### config.mk
export PLATFORM = sky130hd
export DESIGN_NAME = block_container_deframer
export DESIGN_NICKNAME = d
export VERILOG_FILES = /design/src/sv/bcd_pkg.sv /design/src/sv/block_container_deframer.sv /design/src/sv/bcd_cfg_regs.sv /design/src/sv/bcd_parse.sv /design/src/sv/bcd_out_queue.sv
export SDC_FILE = /design/constraint.sdc
export NUM_CORES = 2
export LEC_CHECK = 0
export ABC_AREA = 0
export BUFFER_PORTS_ARGS = -buffer_cell sky130_fd_sc_hd__buf_2
export CELL_PAD_IN_SITES_DETAIL_PLACEMENT = 0
export CELL_PAD_IN_SITES_GLOBAL_PLACEMENT = 2
export CORE_MARGIN = 2
export CORE_UTILIZATION = 35
export DETAILED_ROUTE_END_ITERATION = 16
export PLACE_DENSITY = 0.75
export SLEW_MARGIN = 20
export SYNTH_ARGS = -nofsm -noshare
export SYNTH_HDL_FRONTEND = slang
export SYNTH_SLANG_ARGS = --single-unit
### constraint.sdc
create_clock -name clk -period 23 [get_ports clk]
set_input_delay 0 -clock clk [delete_from_list [all_inputs] [get_ports clk]]
set_output_delay 0 -clock clk [all_outputs]
set_load 0.01 [all_outputs]
### src/sv/bcd_pkg.sv
`default_nettype none
// ----------------------------------------------------------------------------
// bcd_pkg
// Shared types and constants for the block container deframer.
// ----------------------------------------------------------------------------
package bcd_pkg;

  // header length in bytes; also the header position once the header is in
  localparam logic [5:0] HDR_BYTES = 6'd32;

  // magic bytes, little-endian: byte 0 in bits 7:0
  localparam logic [31:0] MAGIC_WORD = 32'h5043_324D;

  localparam logic [63:0] RST_LIMIT_U = 64'd16777216;
  localparam logic [63:0] RST_LIMIT_C = 64'd16777216;
  localparam logic [63:0] RST_LIMIT_W = 64'd33554432;
  localparam logic [15:0] RST_EXP_VER = 16'd1;

  typedef enum logic [1:0] {
    REG_LIMIT_U = 2'd0,
    REG_LIMIT_C = 2'd1,
    REG_LIMIT_W = 2'd2,
    REG_EXP_VER = 2'd3
  } reg_idx_t;

  typedef enum logic [2:0] {
    ST_OK         = 3'd0,
    ST_ZERO_LIMIT = 3'd1,
    ST_SHORT      = 3'd2,
    ST_MAGIC      = 3'd3,
    ST_FIELD      = 3'd4,
    ST_OVER_LIMIT = 3'd5,
    ST_LENGTH     = 3'd6
  } status_t;

  typedef struct packed {
    logic [63:0] limit_u;
    logic [63:0] limit_c;
    logic [63:0] limit_w;
    logic [15:0] exp_ver;
  } cfg_t;

  typedef struct packed {
    logic [7:0]  out_byte;
    logic        byte_valid;
    logic        done_res;
    logic [2:0]  status;
    logic        codec_id;
    logic [63:0] original_size;
    logic [63:0] payload_size;
    logic [63:0] block_checksum;
  } res_t;

endpackage
`default_nettype wire

### src/sv/block_container_deframer.sv
`default_nettype none
// ----------------------------------------------------------------------------
// block_container_deframer
// Checks a 32-byte block header and passes the payload bytes through.
// ----------------------------------------------------------------------------
// One byte is taken per clock cycle, back to back, unless the input stalls.
// Each byte sits in the input register, where the header capture, the
// saturating payload counter and the 64-bit limit compares work on it, and
// its result (if any) enters a two-entry output queue, whose output register
// offers it. Header bytes that are not final give no result. The input
// stalls only when both queue entries are full. The final byte's result
// carries the status and header fields; a nonzero status rejects the whole
// block, including payload bytes already passed out. Registers sit at byte
// addresses 0, 8, 16, 24 with 64-bit data and may only be written while idle.
// ----------------------------------------------------------------------------
module block_container_deframer (
  input  wire logic        clk,
  input  wire logic        rst_n,
  // input channel
  input  wire logic        in_valid,
  output logic             in_stall,
  input  wire logic [7:0]  in_byte,
  input  wire logic        in_final_byte,
  // result channel
  output logic             out_valid,
  input  wire logic        out_stall,
  output logic [7:0]       out_byte,
  output logic             out_byte_valid,
  output logic             out_done_res,
  output logic [2:0]       out_status,
  output logic             out_codec_id,
  output logic [63:0]      out_original_size,
  output logic [63:0]      out_payload_size,
  output logic [63:0]      out_block_checksum,
  // configuration port
  input  wire logic        psel,
  input  wire logic        penable,
  input  wire logic        pwrite,
  input  wire logic [4:0]  paddr,
  input  wire logic [63:0] pwdata,
  output logic      [63:0] prdata,
  output logic             pready
);

  bcd_pkg::cfg_t cfg;
  bcd_pkg::res_t push_res;
  bcd_pkg::res_t out_res;
  logic          push;
  logic          q_space;

  bcd_cfg_regs u_cfg (
    .clk     (clk),
    .rst_n   (rst_n),
    .psel    (psel),
    .penable (penable),
    .pwrite  (pwrite),
    .paddr   (paddr),
    .pwdata  (pwdata),
    .prdata  (prdata),
    .pready  (pready),
    .cfg     (cfg)
  );

  bcd_parse u_parse (
    .clk           (clk),
    .rst_n         (rst_n),
    .in_valid      (in_valid),
    .in_stall      (in_stall),
    .in_byte       (in_byte),
    .in_final_byte (in_final_byte),
    .cfg           (cfg),
    .q_space       (q_space),
    .push          (push),
    .res           (push_res)
  );

  bcd_out_queue u_queue (
    .clk       (clk),
    .rst_n     (rst_n),
    .push      (push),
    .push_res  (push_res),
    .q_space   (q_space),
    .out_valid (out_valid),
    .out_stall (out_stall),
    .out_res   (out_res)
  );

  assign out_byte           = out_res.out_byte;
  assign out_byte_valid     = out_res.byte_valid;
  assign out_done_res       = out_res.done_res;
  assign out_status         = out_res.status;
  assign out_codec_id       = out_res.codec_id;
  assign out_original_size  = out_res.original_size;
  assign out_payload_size   = out_res.payload_size;
  assign out_block_checksum = out_res.block_checksum;

endmodule
`default_nettype wire

### src/sv/bcd_cfg_regs.sv
`default_nettype none
// ----------------------------------------------------------------------------
// bcd_cfg_regs
// APB register file: size limits, working budget and expected version.
// ----------------------------------------------------------------------------
module bcd_cfg_regs (
  input  wire logic          clk,
  input  wire logic          rst_n,
  input  wire logic          psel,
  input  wire logic          penable,
  input  wire logic          pwrite,
  input  wire logic [4:0]    paddr,
  input  wire logic [63:0]   pwdata,
  output logic      [63:0]   prdata,
  output logic               pready,
  output bcd_pkg::cfg_t      cfg
);

  bcd_pkg::cfg_t    cfg_r;
  bcd_pkg::reg_idx_t idx;
  logic             wr_en;

  assign idx    = bcd_pkg::reg_idx_t'(paddr[4:3]);
  assign wr_en  = psel && penable && pwrite;
  assign pready = 1'b1;
  assign cfg    = cfg_r;

  always_ff @(posedge clk) begin
    if (!rst_n) begin
      cfg_r.limit_u <= bcd_pkg::RST_LIMIT_U;
      cfg_r.limit_c <= bcd_pkg::RST_LIMIT_C;
      cfg_r.limit_w <= bcd_pkg::RST_LIMIT_W;
      cfg_r.exp_ver <= bcd_pkg::RST_EXP_VER;
    end else if (wr_en) begin
      unique case (idx)
        bcd_pkg::REG_LIMIT_U: cfg_r.limit_u <= pwdata;
        bcd_pkg::REG_LIMIT_C: cfg_r.limit_c <= pwdata;
        bcd_pkg::REG_LIMIT_W: cfg_r.limit_w <= pwdata;
        bcd_pkg::REG_EXP_VER: cfg_r.exp_ver <= pwdata[15:0];
      endcase
    end
  end

  always_comb begin
    unique case (idx)
      bcd_pkg::REG_LIMIT_U: prdata = cfg_r.limit_u;
      bcd_pkg::REG_LIMIT_C: prdata = cfg_r.limit_c;
      bcd_pkg::REG_LIMIT_W: prdata = cfg_r.limit_w;
      bcd_pkg::REG_EXP_VER: prdata = {48'd0, cfg_r.exp_ver};
    endcase
  end

endmodule
`default_nettype wire

### src/sv/bcd_parse.sv
`default_nettype none
// ----------------------------------------------------------------------------
// bcd_parse
// Input register, header capture, payload count and the final verdict.
// ----------------------------------------------------------------------------
module bcd_parse (
  input  wire logic          clk,
  input  wire logic          rst_n,
  input  wire logic          in_valid,
  output logic               in_stall,
  input  wire logic [7:0]    in_byte,
  input  wire logic          in_final_byte,
  input  wire bcd_pkg::cfg_t cfg,
  input  wire logic          q_space,
  output logic               push,
  output bcd_pkg::res_t      res
);

  // input register
  logic        v_r;
  logic [7:0]  byte_r;
  logic        fin_r;

  // block state
  logic [5:0]  hp_r,  hp_nxt;
  logic        mag_r, mag_nxt;
  logic [15:0] ver_r, ver_nxt;
  logic [7:0]  cod_r, cod_nxt;
  logic [7:0]  flg_r, flg_nxt;
  logic [63:0] so_r,  so_nxt;
  logic [63:0] sp_r,  sp_nxt;
  logic [63:0] ck_r,  ck_nxt;
  logic [63:0] pc_r,  pc_nxt;

  logic            is_pay;
  logic            gives;
  logic            move;
  logic            accept;
  bcd_pkg::status_t st;

  assign is_pay   = (hp_r == bcd_pkg::HDR_BYTES);
  assign gives    = fin_r || is_pay;
  assign move     = v_r && (!gives || q_space);
  assign push     = move && gives;
  assign in_stall = v_r && !move;
  assign accept   = in_valid && !in_stall;

  always_ff @(posedge clk) begin
    if (!rst_n) begin
      v_r <= 1'b0;
    end else if (accept) begin
      v_r <= 1'b1;
    end else if (move) begin
      v_r <= 1'b0;
    end
  end

  always_ff @(posedge clk) begin
    if (accept) begin
      byte_r <= in_byte;
      fin_r  <= in_final_byte;
    end
  end

  always_comb begin
    hp_nxt  = hp_r;
    mag_nxt = mag_r;
    ver_nxt = ver_r;
    cod_nxt = cod_r;
    flg_nxt = flg_r;
    so_nxt  = so_r;
    sp_nxt  = sp_r;
    ck_nxt  = ck_r;
    pc_nxt  = pc_r;
    if (!is_pay) begin
      hp_nxt = hp_r + 6'd1;
      case (hp_r[4:3])
        2'd0: begin
          if (!hp_r[2]) begin
            if (bcd_pkg::MAGIC_WORD[{hp_r[1:0], 3'b000} +: 8] != byte_r) begin
              mag_nxt = 1'b0;
            end
          end else if (!hp_r[1]) begin
            ver_nxt[{hp_r[0], 3'b000} +: 8] = byte_r;
          end else if (!hp_r[0]) begin
            cod_nxt = byte_r;
          end else begin
            flg_nxt = byte_r;
          end
        end
        2'd1: so_nxt[{hp_r[2:0], 3'b000} +: 8] = byte_r;
        2'd2: sp_nxt[{hp_r[2:0], 3'b000} +: 8] = byte_r;
        default: ck_nxt[{hp_r[2:0], 3'b000} +: 8] = byte_r;
      endcase
    end else if (pc_r != '1) begin
      pc_nxt = pc_r + 64'd1;
    end
  end

  // Sizes are complete whenever the header is; a short block never reaches
  // the size checks, so the registered sizes serve.
  always_comb begin
    if (cfg.limit_u == '0 || cfg.limit_c == '0 || cfg.limit_w == '0) begin
      st = bcd_pkg::ST_ZERO_LIMIT;
    end else if (hp_nxt != bcd_pkg::HDR_BYTES) begin
      st = bcd_pkg::ST_SHORT;
    end else if (!mag_nxt) begin
      st = bcd_pkg::ST_MAGIC;
    end else if (ver_nxt != cfg.exp_ver || cod_nxt > 8'd1 || flg_nxt != 8'd0) begin
      st = bcd_pkg::ST_FIELD;
    end else if (so_r > cfg.limit_u || sp_r > cfg.limit_c || pc_nxt > cfg.limit_c) begin
      st = bcd_pkg::ST_OVER_LIMIT;
    end else if (pc_nxt != sp_r) begin
      st = bcd_pkg::ST_LENGTH;
    end else begin
      st = bcd_pkg::ST_OK;
    end
  end

  always_comb begin
    res = '0;
    if (is_pay) begin
      res.out_byte   = byte_r;
      res.byte_valid = 1'b1;
    end
    if (fin_r) begin
      res.done_res       = 1'b1;
      res.status         = st;
      res.codec_id       = (cod_nxt <= 8'd1) ? cod_nxt[0] : 1'b0;
      res.original_size  = so_nxt;
      res.payload_size   = sp_nxt;
      res.block_checksum = ck_nxt;
    end
  end

  always_ff @(posedge clk) begin
    if (!rst_n || (move && fin_r)) begin
      hp_r  <= '0;
      mag_r <= 1'b1;
      ver_r <= '0;
      cod_r <= '0;
      flg_r <= '0;
      so_r  <= '0;
      sp_r  <= '0;
      ck_r  <= '0;
      pc_r  <= '0;
    end else if (move) begin
      hp_r  <= hp_nxt;
      mag_r <= mag_nxt;
      ver_r <= ver_nxt;
      cod_r <= cod_nxt;
      flg_r <= flg_nxt;
      so_r  <= so_nxt;
      sp_r  <= sp_nxt;
      ck_r  <= ck_nxt;
      pc_r  <= pc_nxt;
    end
  end

  a_hp_range: assert property (@(posedge clk) disable iff (!rst_n)
    hp_r <= bcd_pkg::HDR_BYTES)
    else $error("header position past header length");

  a_fin_clears: assert property (@(posedge clk) disable iff (!rst_n)
    (move && fin_r) |=> (hp_r == 6'd0 && pc_r == 64'd0 && mag_r))
    else $error("block state not cleared after final item");

  a_count_in_header: assert property (@(posedge clk) disable iff (!rst_n)
    !is_pay |-> pc_r == 64'd0)
    else $error("payload counted during header");

endmodule
`default_nettype wire

### src/sv/bcd_out_queue.sv
`default_nettype none
// ----------------------------------------------------------------------------
// bcd_out_queue
// Two-entry result queue: output register plus skid entry.
// ----------------------------------------------------------------------------
module bcd_out_queue (
  input  wire logic          clk,
  input  wire logic          rst_n,
  input  wire logic          push,
  input  wire bcd_pkg::res_t push_res,
  output logic               q_space,
  output logic               out_valid,
  input  wire logic          out_stall,
  output bcd_pkg::res_t      out_res
);

  bcd_pkg::res_t q0_r, q1_r;
  logic [1:0]    cnt_r;
  logic          pop;

  assign pop       = (cnt_r != 2'd0) && !out_stall;
  assign q_space   = (cnt_r != 2'd2);
  assign out_valid = (cnt_r != 2'd0);
  assign out_res   = q0_r;

  always_ff @(posedge clk) begin
    if (!rst_n) begin
      cnt_r <= 2'd0;
    end else begin
      cnt_r <= cnt_r + {1'b0, push} - {1'b0, pop};
    end
  end

  always_ff @(posedge clk) begin
    if (pop) begin
      q0_r <= (push && cnt_r == 2'd1) ? push_res : q1_r;
    end else if (push && cnt_r == 2'd0) begin
      q0_r <= push_res;
    end
    if (push && ((cnt_r == 2'd1 && !pop) || (cnt_r == 2'd2 && pop))) begin
      q1_r <= push_res;
    end
  end

  a_no_overflow: assert property (@(posedge clk) disable iff (!rst_n)
    push |-> cnt_r != 2'd2)
    else $error("result pushed into full queue");

  a_cnt_range: assert property (@(posedge clk) disable iff (!rst_n)
    cnt_r != 2'd3)
    else $error("queue count out of range");

endmodule
`default_nettype wire
## After elaboration in Yosys (flattened, before gate mapping)

Cells that the tools add are included.
Widths: inputs -> output; s select.

| cells by class | value |
|---|---|
| magnitude comparators | 5 |
| shift operators | 5 |
| reduce and logical (&&, ||, !) cells | 44 |
| multiplexer cells | 46 |
| $add $sub $neg | 6 |
| eq/ne operators | 14 |

Operator list:

| kind | number |
|---|---|
| $mux 206 | 3 |
| $mux 64 | 8 |
| $pmux 64 s4 | 1 |
| $mux 197 | 1 |
| $bwmux 64 | 3 |
| $gt 64x64->1 | 3 |
| $logic_not 64->1 | 3 |
| $mux 8 | 10 |
| $add 64x1->64 const B | 1 |
| $mux 16 | 4 |
| $ne 64x64->1 | 1 |
| $ne 64x64->1 const B | 1 |
| $shift 8x8->64 const A | 1 |
| $shiftx 8x8->64 | 1 |
| $shiftx 32x6->8 const A | 1 |
| $mux 3 | 6 |
| $bwmux 16 | 1 |
| $ne 16x16->1 | 1 |
| $shift 8x6->16 const A | 1 |
| $shiftx 8x6->16 | 1 |
| $logic_and 1x1->1 | 13 |
| $logic_or 1x1->1 | 10 |
| $mux 9 | 1 |
| $eq 2x2->1 const B | 4 |
| other kinds (20) | 40 |

| storage, ports and cells | value |
|---|---|
| output and inout bits | 273 |
| bits in registers | 927 |
| logic and storage cells | 153 |

## Longest topological paths before layout

| depth | value |
|---|---|
| depth in word-level cells | 17 |
| gate-level depth with buffers | 25 |

## Cells and area by module

Synthesis repeated with hierarchy kept, for this count alone.

| second synthesis, totals | value |
|---|---|
| cells, all modules | 4909 |
| area, all modules | 48557.8 um^2 |

Modules (own cells, without submodules):

| module | sequential area each (um^2) | instances | cells each | area an instance (um^2) |
|---|---|---|---|---|
| bcd_parse | 6195.9 | 1 | 3314 | 24305.8 |
| bcd_out_queue | 12411.9 | 1 | 661 | 15077.0 |
| bcd_cfg_regs | 4164.0 | 1 | 934 | 9175.0 |

## Least setup slack after synthesis

OpenSTA, ideal clock, no wires.

| path | value |
|---|---|
| path type | register to register |
| start point | register u_parse.hp_r[0] |
| end point | register u_queue.q1_r[0] (netlist bit) (enable) |
| arrival | 22.945 ns |
| setup slack | -1.294 ns |
| required time | 21.652 ns |
| buffers on the path | 3 |
| cell stages (with the launch flop) | 11 |
| cells stage by stage | dfxtp_1 -> clkbuf_1 -> inv_1 -> ha_1 -> and2_0 -> clkbuf_1 -> nand2_1 -> inv_1 -> clkbuf_1 -> o21ai_0 -> nor4b_1 |

| on the way | value |
|---|---|
| word-level cells in the longest chain between the ends | 7 |

Ends and longest elaborated chain:

| element | line | text |
|---|---|---|
| start: declaration | bcd_parse.sv:25 | `logic [5:0] hp_r, hp_nxt;` |
| start signal: assignment | bcd_parse.sv:148 | `hp_r <= hp_nxt;` |
| $eq 6x6->1 (*) | bcd_parse.sv:41 | `assign is_pay = (hp_r == bcd_pkg::HDR_BYTES);` |
| $logic_or 1x1->1 (*) | bcd_parse.sv:42 | `assign gives = fin_r \|\| is_pay;` |
| $logic_not 1->1 | bcd_parse.sv:43 | `assign move = v_r && (!gives \|\| q_space);` |
| $logic_or 1x1->1 | bcd_parse.sv:43 |  |
| $logic_and 1x1->1 | bcd_parse.sv:43 |  |
| $logic_and 1x1->1 (*) | bcd_parse.sv:44 | `assign push = move && gives;` |
| $logic_and 1x1->1 (*) | bcd_out_queue.sv:40 | `if (push && ((cnt_r == 2'd1 && !pop) \|\| (cnt_r == 2'd2 && pop))) begin` |
| end signal: assignment | bcd_out_queue.sv:41 | `q1_r <= push_res;` |
| end: declaration | bcd_out_queue.sv:17 | `bcd_pkg::res_t q0_r, q1_r;` |

Mark *: on every way between the ends. The rest lies on a longest branch, timed or not.
A chain may end at the register's enable or synchronous reset.

==> results.tsv <==
metric	value	unit
status	finished, final reports clean	
fin_crit_sh	33.4	%
area.growth.synth_to_final	16.5	%
viasPerCell	5.45	
utilization	41.1	%
use_met2	41.6	%
ff2ff_setup_slack	15.32	ns
routed_wl	195000	um
synth_edf_count	421	
pin_count	358	
finalSetupViolCount	0	
maxSlewViolCount	0	
syn_nets	5408	
post_cts_buffers	0	
hold_slack	0.0653	ns
netlist_area	0.0485	mm^2
port_buffers	353	
hold_path.startpoint	pwdata[53]	
htreeDepth	3	
synth-async-reset-ratio	0	%
p_int	3.17	mW
grt_max_degree	199	
multiInputGateArea	0.0239	mm^2
initial_core_util	35.2	%
drive_gt1_share	15.4	%
ir_drop	0.0797	mV
clockBufferDepth	3	
die_w	376	um
power_frac_seq	44.5	%
mostFrequentLayoutCell	nand2_1	
power_density	76.6	mW/mm^2
cts-resized-gates	0	
top_usage_layer	met2	
dp_hpwl	144000	um
min_path_cells	4	
layout_common_cells	nand2_1, nor2_1, dfxtp_1	
clkPwrFrac	42.3	%
numCtsBuffers	105	
whs_endpoint	u_cfg.cfg[133]	
fmax	130	MHz
fin_crit	7.68	ns
hold_path_class	primary input to flip-flop	
wl_per_cell	26.7	um
rsz0062_at_grt	false	
synth_seq_cells	927	
path_clk_slew	0.06	ns
slew-limit-headroom	19.1	%
cts_tree	yes	
routabilityCongestion	0.953	
cp.required	23.49	ns
grt.met1_usage	37.6	%
ys.warnings.count	0	
finalClockSkew	0.0369	ns
firstDrtPassIters	5	
nNetsFinal	5699	
drc	0	
grt_pass1_wl	276000	um
dieArea	0.141	mm^2
cts-root-buf	clkbuf_16	
tightest_slew	1.21	ns
max_cap_violations	0	
start_kind	flip-flop	
antenna_found_initial	4	
reg2reg_depth	18	
r2r-end	u_queue.out_res[195]	
worstSetupPathType	flip-flop to flip-flop	
nFillCells	13600	
switchingPower	1.15	mW
dr_total_vias	39800	
p_comb_share	13.2	%
yosysSeqAreaShare	47.0	%
gr-usage-all-layers	26.8	%
cts_hold_buf	85	
final_antenna_net_count	0	
fin_setup_tns	0	ns
grt.met3_usage	4.50	%
postSynthAreaPerCell	9.46	um^2
rows	136	
cts_sinks	927	
grt_pass1_vias	37400	
hold_viol_final	0	
netlist_instances	5121	
clk_latency	0.76	ns
chipHeight	376	um
yosysUniqueCellTypes	83	
core_area	0.137	mm^2
critPathMaxFanout	8	
timing.rr.start	u_parse.pc_r[0]	
crit_path_end_kind	flip-flop	
p_sw_share	26.6	%
synth-main-ff-cell	dfxtp_1	
first_iter_violations	3860	
register_area	0.0228	mm^2
overflow	0	
worstPathArrival	8.17	ns
leakagePower	20.5	nW
[worst max-delay path: stages (launching register included)]
cell       delay (ns)
dfxtp_1          0.49
ha_1             0.47
nand3_1          0.47
or4_1            0.73
or4_1            0.61
a2111oi_2        0.75
nand3_1          0.36
xnor2_1          0.40
ha_1             0.30
nand4_1          0.12
nor3_1           0.10
nand4_1          0.23
nor3_1           0.11
a2111o_1         0.41
nor4_1           0.45
o22ai_1          0.32
nor3_1           0.38
a311oi_1         0.30
mux2_1           0.41
[cells in the mapped netlist, drive strengths merged, types with 5 or more instances]
cell / count / share of area, %
nand2: 732 / 5.7
nor2: 587 / 4.5
dfxtp: 506 / 21
edfxtp: 421 / 26
a21oi: 320 / 3.3
clkbuf: 278 / 2.2
mux2i: 242 / 5.0
a21boi: 209 / 3.2
nor2b: 206 / 2.7
ha: 202 / 5.2
mux2: 202 / 4.7
inv: 172 / 1.3
o21ai: 137 / 1.4
nand3: 96 / 0.99
nor4: 95 / 1.3
nand4: 91 / 1.3
xor2: 85 / 1.5
xnor2: 84 / 1.5
nor3: 61 / 0.63
buf: 41 / 0.45
a211oi: 29 / 0.45
and3: 29 / 0.37
or3: 27 / 0.36
nand2b: 26 / 0.34
and2: 22 / 0.28
a2111oi: 17 / 0.33
a21o: 16 / 0.25
mux4: 16 / 0.74
o211ai: 15 / 0.23
and4: 14 / 0.25
o2111ai: 12 / 0.22
or2: 12 / 0.15
or4: 11 / 0.19
a31oi: 10 / 0.13
nor4b: 9 / 0.16
o21a: 9 / 0.14
o31ai: 8 / 0.12
nor3b: 7 / 0.11
o22ai: 7 / 0.090
a311oi: 5 / 0.090
[per-layer routing]
layer / vias up / routed length (um)
li1: 18600 / -
met1: 19500 / 88300
met2: 1448 / 86500
met3: 293 / 13500
met4: 6 / 6600
met5: - / 43
[metrics by stage]
step	cells	total power [mW]	worst slack, ns	cell area, um^2
floorplan	5121	2.36	4.35	48500
global placement	7014	2.52	15.46	51900
detailed placement	7014	2.53	15.44	51900
CTS	7296	4.37	15.40	56400
global route	7296	4.47	15.13	56500
finish	7299	4.33	15.32	56500
[worst max path at each step]
stage / start / endpoint / slack (ns) / depth (start not counted)
after floorplan: u_parse.hp_r[0] / u_queue.out_res[0] / 4.35 / 13
after global placement: u_parse.pc_r[0] / u_queue.out_res[195] / 15.46 / 18
after detailed placement: u_parse.pc_r[0] / u_queue.out_res[195] / 15.44 / 18
after CTS: u_parse.pc_r[0] / u_queue.out_res[195] / 15.40 / 18
after global routing: u_parse.pc_r[0] / u_queue.out_res[195] / 15.13 / 18
final: u_parse.pc_r[0] / u_queue.out_res[195] / 15.32 / 18
[power by group through the flow]
| stage | Combinational [mW] | Clock (mW) | Sequential (mW) |
|---|---|---|---|
| after floorplan | 0.280 | 0 | 2.08 |
| after global placement | 0.562 | 0 | 1.96 |
| after detailed placement | 0.563 | 0 | 1.96 |
| after CTS | 0.576 | 1.86 | 1.93 |
| after global routing | 0.611 | 1.92 | 1.93 |
| final | 0.570 | 1.83 | 1.92 |
[logic make-up (layout without fill, tap and decap cells)]
logic type / Yosys count / count (layout) / share of synthesized area [%]
simple gates: 2036 / 2036 / 19.4
other cells: 1 / 4 / 0.00774
fa+ha+maj: 202 / 202 / 5.22
buf+inv: 492 / 873 / 3.94
xor+xnor: 174 / 174 / 3.29
mux: 460 / 460 / 10.4
compound gates: 829 / 829 / 10.7
flops: 927 / 927 / 47.0
[flip-flops by register name (all words and copies together) (netlist names), 16 cells and up]
register         cells
u_cfg.cfg          208
u_parse.ck_r        64
u_parse.pc_r        64
u_parse.so_r        64
u_parse.sp_r        64
u_parse.ver_r       16
u_queue.out_res    206
u_queue.q1_r       206
[cell type report]
type,instances,share of cell area (%)
Multi-Input combinational cell,3702,42.3
Clock inverter,68,1.63
Antenna cell,3,0.0133
Tap cell,1794,3.98
Timing Repair Buffer,503,5.58
Inverter,173,1.15
Clock buffer,129,4.99
Sequential cell,927,40.3
(Power assumes the default switching activity.)
